$ cat src/rtl/core/assert_macros.svh
// assertion macros for the rtl of the arc sum search block
// expects clk and rst_n in the scope of each use
`ifndef ASSERT_MACROS_SVH
`define ASSERT_MACROS_SVH

// property that must hold at every clock edge out of reset
`define ASSERT_ALWAYS(label, prop, msg) \
    label: assert property (@(posedge clk) disable iff (!rst_n) (prop)) else $error(msg);

// antecedent at an edge implies the consequent at the same edge
`define ASSERT_IMPLIES(label, ante, cons, msg) \
    label: assert property (@(posedge clk) disable iff (!rst_n) (ante) |-> (cons)) \
        else $error(msg);

`endif

$ cat src/rtl/core/cats_div.sv
// constant scaler: multiplies a ring value by the fraction divisor
// no dependencies
module cats_div #(
    parameter int VALUE_BITS = 32,
    parameter int DIVISOR    = 10,
    localparam int DIV_BITS  = $clog2(DIVISOR + 1),
    localparam int PROD_BITS = VALUE_BITS + DIV_BITS
) (
    input  logic [VALUE_BITS-1:0] value,
    output logic [PROD_BITS-1:0]  scaled
);

    localparam logic [PROD_BITS-1:0] DIV_K = PROD_BITS'(DIVISOR);

    assign scaled = PROD_BITS'(value) * DIV_K;

endmodule

$ cat config.mk
export PLATFORM = sky130hd
export DESIGN_NAME = cats_div
export DESIGN_NICKNAME = d
export VERILOG_FILES = /design/src/rtl/core/assert_macros.svh /design/src/rtl/core/cats_div.sv
export SDC_FILE = /design/constraint.sdc
export NUM_CORES = 1
export LEC_CHECK = 0
export BUFFER_PORTS_ARGS = -buffer_cell sky130_fd_sc_hd__clkbuf_2
export CAP_MARGIN = 30
export CORE_UTILIZATION = 25
export DETAILED_ROUTE_END_ITERATION = 6
export SETUP_SLACK_MARGIN = 0.1
export SLEW_MARGIN = 20
export SYNTH_ARGS = -nofsm -noshare
export SYNTH_HDL_FRONTEND = slang
export SYNTH_SLANG_ARGS = --single-unit
$ cat constraint.sdc
create_clock -name vclk -period 5.4
set_input_delay 1.35 -clock vclk [all_inputs]
set_output_delay 1.35 -clock vclk [all_outputs]
set_load 0.02 [all_outputs]
Word level (Yosys, flattened, before mapping)
Cells that the tools add are included.

Flip-flop bits (word level): 0. Word-level logic and storage cells: 1.

Multipliers: 1.

Operators with widths (number): $mul 32x3->35 const B (1).

Depth between registers and ports, before layout
Gate-level depths: netlist of the first run.

Depth in word-level cells: 1. Gate-level depth with buffers: 10. Mapped depth without buffers: 10.

Worst setup path after synthesis of the first run
OpenSTA, ideal clock, no wires.

Path type: input -> output. Start: input value[1]. End: output scaled[34]. Arrival: 3753 ps. Data required time: 4050 ps. Cell stages on the path: 10. Setup slack: 297 ps. Cells stage by stage: ha_1 ha_1 fa_1 a21o_1 a221oi_2 o21ai_2 a21oi_2 o41ai_2 a311oi_2 xnor2_1.

Word-level cells in the longest chain between the ends: 1.

Ends and longest elaborated chain: start: declaration (line cats_div.sv:9) `input logic [VALUE_BITS-1:0] value,`; $mul 32x3->35 (line cats_div.sv:15) `assign scaled = PROD_BITS'(value) * DIV_K;`; end: declaration (line cats_div.sv:10) `output logic [PROD_BITS-1:0] scaled`.

Every way passes these cells.

Worst setup path after layout of the first run
Start: input value[15]. End: output scaled[33].

Same word-level chain as after synthesis.

==> impl_metrics.yaml, run 1 <==
timing:
  hold_violations: 0
  max_freq_ghz: 0.192
  rsz0062_at_grt: "yes"
  fin_crit_ns: 5.20
  period_share: 0.963
  finalSetupTns_ns: 0
  finalSetupViolCount: 0
  drv_slew: 0
pwr:
  power_leakage_nw: 1.37
  finalPower_mw: 0.508
  powerDensity_nw_per_um2: 186
  irDropWorstVdd_mv: 0.0712
worst_setup_path:
  crit_path_top_delay_cell: "or4b_1"
  path_max_fanout: 8
  critical_path.top_delay_family: "simple AND/OR/NAND/NOR gates"
  crit_type: "input port to primary output"
  cp-end-kind: "primary output"
  critPathArrivalTime_ns: 3.85
  path_buf_inv: 2
  critPathLaunch: "value[15]"
  cpPeakStageDelay_ns: 0.55
  cp.required_ns: 4.05
  startpoint_type: "input port"
  path_cells: "clkbuf_2 -> ha_1 -> ha_2 -> a21oi_2 -> o21a_1 -> o22ai_2 -> or4b_1 -> or2_1 -> a21oi_2 -> xnor2_1 -> clkbuf_2"
floorplan:
  rows: 33
  die_area_um2: 9030
  ios: 68
  fp.dieH_um: 95.0
  die_w_um: 95.0
  core_um2: 8300
  start_util: 0.261
grt:
  met1_usage: 0.177
  grtUsageMet2: 0.225
  grt_pass1_wl_mm: 9.67
  first_global_vias: 2206
  busiest_layer: "met2"
  grt_use_total: 0.128
  grt-ovfl-total: 0
  grt_max_degree: 12
  use_met3: 0.0120
  antenna_found_initial: 0
hold_path:
  hp-start: "value[0]"
  min_path_type: "input port to primary output"
flow_run:
  cap_violations: 0
place:
  placement.io_buffers: 67
  hpwl_mm: 5.09
  postPlaceCellArea_um2: 2580
  finalWeightedCongestion: 0.820
yosys:
  avgSynthCellArea_um2: 7.64
  netlist_area_um2: 2160
  syn-instance-count: 283
  synth_nets: 376
  yosysUniqueCellTypes: 54
  synth_warnings: 0
  ys_seq_area_frac: 0
cells_and_area:
  clock_buffers: 0
  nFillCells: 897
  final_cell_mix: "65 x clkbuf_2, 50 x ha_1, 25 x nand2_1"
  nets: 440
  seq_cell_count: 0
  regArea_um2: 0
  final_common_cell: "clkbuf_2"
  final_util: 0.329
  n_antenna_cell: 0
  syn_to_final_growth_pct: 26.3
  fin_area_um2: 2730
  layout-drive-gt1-share: 0.319
routing:
  route.detailed.drc: 0
  vias: 2326
  drt_first_pass_iters: 4
  totalWireLength_mm: 5.91
  drtIter0Drc: 91
  drt-vias-per-instance: 5.17
  wl_per_cell_um: 13.1
  postRouteAntennaNets: 0
outcome:
  status: "completed"
cts:
  cts_hold_buf: 0
[layer usage]
metal | routed length [um] | share of wire
met5 | 0 | 0
met4 | 0 | 0
met3 | 290 | 0.049
met2 | 2730 | 0.46
met1 | 2890 | 0.49
[final timing paths]
kind	cells after the start	to	slack, ns
setup / recovery	11	scaled[33]	0.20
hold / removal	2	scaled[1]	2.94
[cells by family (layout without fill, tap and decap cells)]
family | after synthesis | count (layout) | share of synthesized area
xor gates and xnor gates | 25 | 25 | 0.101
AOI/OAI and AO/OA | 93 | 93 | 0.297
adders and majority gates | 61 | 61 | 0.356
muxes | 2 | 2 | 0.00925
other | 1 | 1 | 0.00173
buffers and inverters | 19 | 81 | 0.0509
and+or+nand+nor | 82 | 82 | 0.183
[power by group]
group	total, mW	switching (mW)	internal (mW)
Clock	0	0	0
Sequential	0	0	0
Combinational	0.508	0.309	0.200
[synth_stat cells (5+ instances only)]
cell type   n  area, um^2
ha_1       60         751
a21oi_1    26         130
nand2_1    26        97.6
nor2_1     20        75.1
xnor2_1    17         149
o21ai_0    15        75.1
a21o_1     12        90.1
xor2_1      8        70.1
nand3_1     7        35.0
nand4_1     6        37.5
a21oi_2     5        43.8
inv_1       5        18.8
nor2b_1     5        31.3
nor3_1      5        25.0
[metrics by stage]
stage | worst slack, ns | hold slack [ns] | instances
finish | 0.198 | 2.94 | 450
detailed placement | 0.00865 | 2.94 | 447
global route | 0.0866 | 2.95 | 450
floorplan | 0.297 | 2.81 | 283
global placement | 0.0662 | 2.93 | 447
CTS | 0.108 | 2.94 | 448
[what timing repair did]
item | 4_1_cts | 5_1_grt
endpoints found under the setup margin | 4 | 12
gates resized for setup | 5 | 23
buffers inserted | 1 | 2
pin swaps | 4 | 10
[cell type report]
class | instances | area (um^2) | area share
inverter | 5 | 18.8 | 0.00687
multi-input combinational | 264 | 2170 | 0.793
tap | 105 | 131 | 0.0481
timing repair buffer | 76 | 415 | 0.152
Power figures use the tool's default switching activity.
==> run 2: changes to the inputs <==
--- a/config.mk
+++ b/config.mk
@@ -5,6 +5,7 @@
 export SDC_FILE = /design/constraint.sdc
 export NUM_CORES = 1
 export LEC_CHECK = 0
+export ABC_AREA = 1
 export BUFFER_PORTS_ARGS = -buffer_cell sky130_fd_sc_hd__clkbuf_2
 export CAP_MARGIN = 30
 export CORE_UTILIZATION = 25
==> run 2 against run 1 <==
  * Utilization shrank 2.3 points
  * Clock-buffer cell count is the same
  * Sequential cell count is the same
  * Setup slack gained 0.46 ns
  * First-iteration DRC count grew 9.9%
  * Combinational power shrank 3%
  * Hold slack lost 0.0036 ns
  * Critical path depth grew 3
  * Design area grew 17%
  * Non-clock buffer count shrank 9
==> impl_metrics.yaml, run 2 <==
cells_and_area:
  nets: 664
  fin_area_um2: 3210
  syn_to_final_growth_pct: 17.7
  n_antenna_cell: 0
  final_common_cell: "nand2_1"
  clock_buffers: 0
  final_cells: 705
  final_cell_mix: "200 x nand2_1, 102 x inv_1, 67 x clkbuf_2"
  seq_cell_count: 0
  layout-drive-gt1-share: 0.176
  regArea_um2: 0
grt:
  grt_pass1_wl_mm: 12.5
  grt-ovfl-total: 0
  grt_use_total: 0.133
  first_global_vias: 2907
  grt_max_degree: 7
  antenna_found_initial: 0
timing:
  setup_ws_ns: 0.656
  max_freq_ghz: 0.211
  finalSetupTns_ns: 0
  drv_slew: 0
  hold_violations: 0
  rsz0062_at_grt: "no"
  period_share: 0.879
  finalSetupViolCount: 0
  fin_crit_ns: 4.74
floorplan:
  fp.dieH_um: 106
  rows: 37
  start_util: 0.260
  die_area_um2: 11300
  die_w_um: 106
  core_um2: 10500
  ios: 68
worst_setup_path:
  cp-end-kind: "primary output"
  path_buf_inv: 2
  crit_type: "input port to primary output"
  critical_path.top_delay_family: "adder cells"
  crit_path_top_delay_cell: "fa_1"
  path_cells: "clkbuf_2 -> ha_1 -> ha_1 -> fa_1 -> nand3_1 -> nand3_2 -> nand2_1 -> nand2_2 -> nand2_1 -> nand2_2 -> nand2_1 -> nand3_1 -> nand2_1 -> clkbuf_2"
  cpPeakStageDelay_ns: 0.48
  path_max_fanout: 4
  critPathArrivalTime_ns: 3.39
  cp.required_ns: 4.05
  crit_top_cell: "nand2_1"
  startpoint_type: "input port"
pwr:
  powerDensity_nw_per_um2: 154
  finalPower_mw: 0.495
  power_leakage_nw: 2.18
  irDropWorstVdd_mv: 0.0358
yosys:
  synth_top_cell_by_area: "ha_1"
  synth_common_cells: "200 x nand2_1, 102 x inv_1, 60 x ha_1"
  netlist_area_um2: 2720
  synthTopCellsByArea: "ha_1 28%, nand2_1 28%, inv_1 14%, xor2_1 4.8%, nor2_1 4.7%"
  synth_warnings: 0
  ys_seq_area_frac: 0
  avgSynthCellArea_um2: 5.39
  syn-instance-count: 505
  synth_top_area_share: 0.276
  synth_nets: 598
  yosysUniqueCellTypes: 22
  yosys.cell_count.top_type: "nand2_1"
place:
  place_inst: 705
  post-place-ws_ns: 0.648
  finalWeightedCongestion: 0.823
  placement.io_buffers: 67
  hpwl_mm: 6.86
  postPlaceCellArea_um2: 3210
routing:
  drt_first_pass_iters: 4
  drtIter0Drc: 100
  route.detailed.drc: 0
  wl_per_cell_um: 10.4
  vias: 3011
  postRouteAntennaNets: 0
  totalWireLength_mm: 7.37
  drt-vias-per-instance: 4.27
hold_path:
  hp-start: "value[0]"
  whs_endpoint: "scaled[1]"
  min_path_type: "input port to primary output"
  min_path_cells: 2
cts:
  cts_resized: 0
  cts_hold_buf: 0
  post_cts_buffers: 0
outcome:
  status: "completed"
flow_run:
  cap_violations: 0
run 2: cells by family (layout without fill, tap and decap cells):
family,after synthesis,count (layout),share of synthesized area
and+or+nand+nor,295,295,0.463
AOI/OAI and AO/OA,25,25,0.0514
xor gates and xnor gates,15,15,0.0482
other,1,1,0.00138
adders and majority gates,61,61,0.283
buffers and inverters,108,172,0.153
run 2: cell type report:
class | instances | area, um^2
multi-input combinational | 397 | 2310
tap | 136 | 170
fill | 1246 | 7260
inverter | 105 | 394
timing repair buffer | 67 | 335
run 2: per-layer routing:
metal / part of all wire / GRT usage / wire length, um
met1: 0.49 / 0.177 / 3600
met4: 0.012 / 0.0159 / 91
met2: 0.46 / 0.239 / 3390
met3: 0.040 / 0.00858 / 292
met5: 0 / 0 / 0
run 2: how the worst max path moves through the flow:
| stage | startpoint | endpoint | slack (ns) | depth (start not counted) |
|---|---|---|---|---|
| finish | value[1] | scaled[32] | 0.66 | 14 |
| detailed placement | value[1] | scaled[32] | 0.65 | 14 |
| global route | value[1] | scaled[32] | 0.51 | 14 |
| floorplan | value[1] | scaled[16] | 0.95 | 10 |
| CTS | value[1] | scaled[32] | 0.63 | 14 |
| global placement | value[1] | scaled[32] | 0.66 | 14 |
run 2: per-stage QoR:
step                hold WS [ns]  utilization
floorplan                   2.81            -
global placement            2.93        0.307
detailed placement          2.94        0.307
CTS                         2.94        0.307
global route                2.94        0.307
finish                      2.93        0.307
run 2: power breakdown:
group / leakage (nW) / switching [mW] / internal [mW]
combinational: 2.18 / 0.328 / 0.167
sequential: 0 / 0 / 0
clock: 0 / 0 / 0
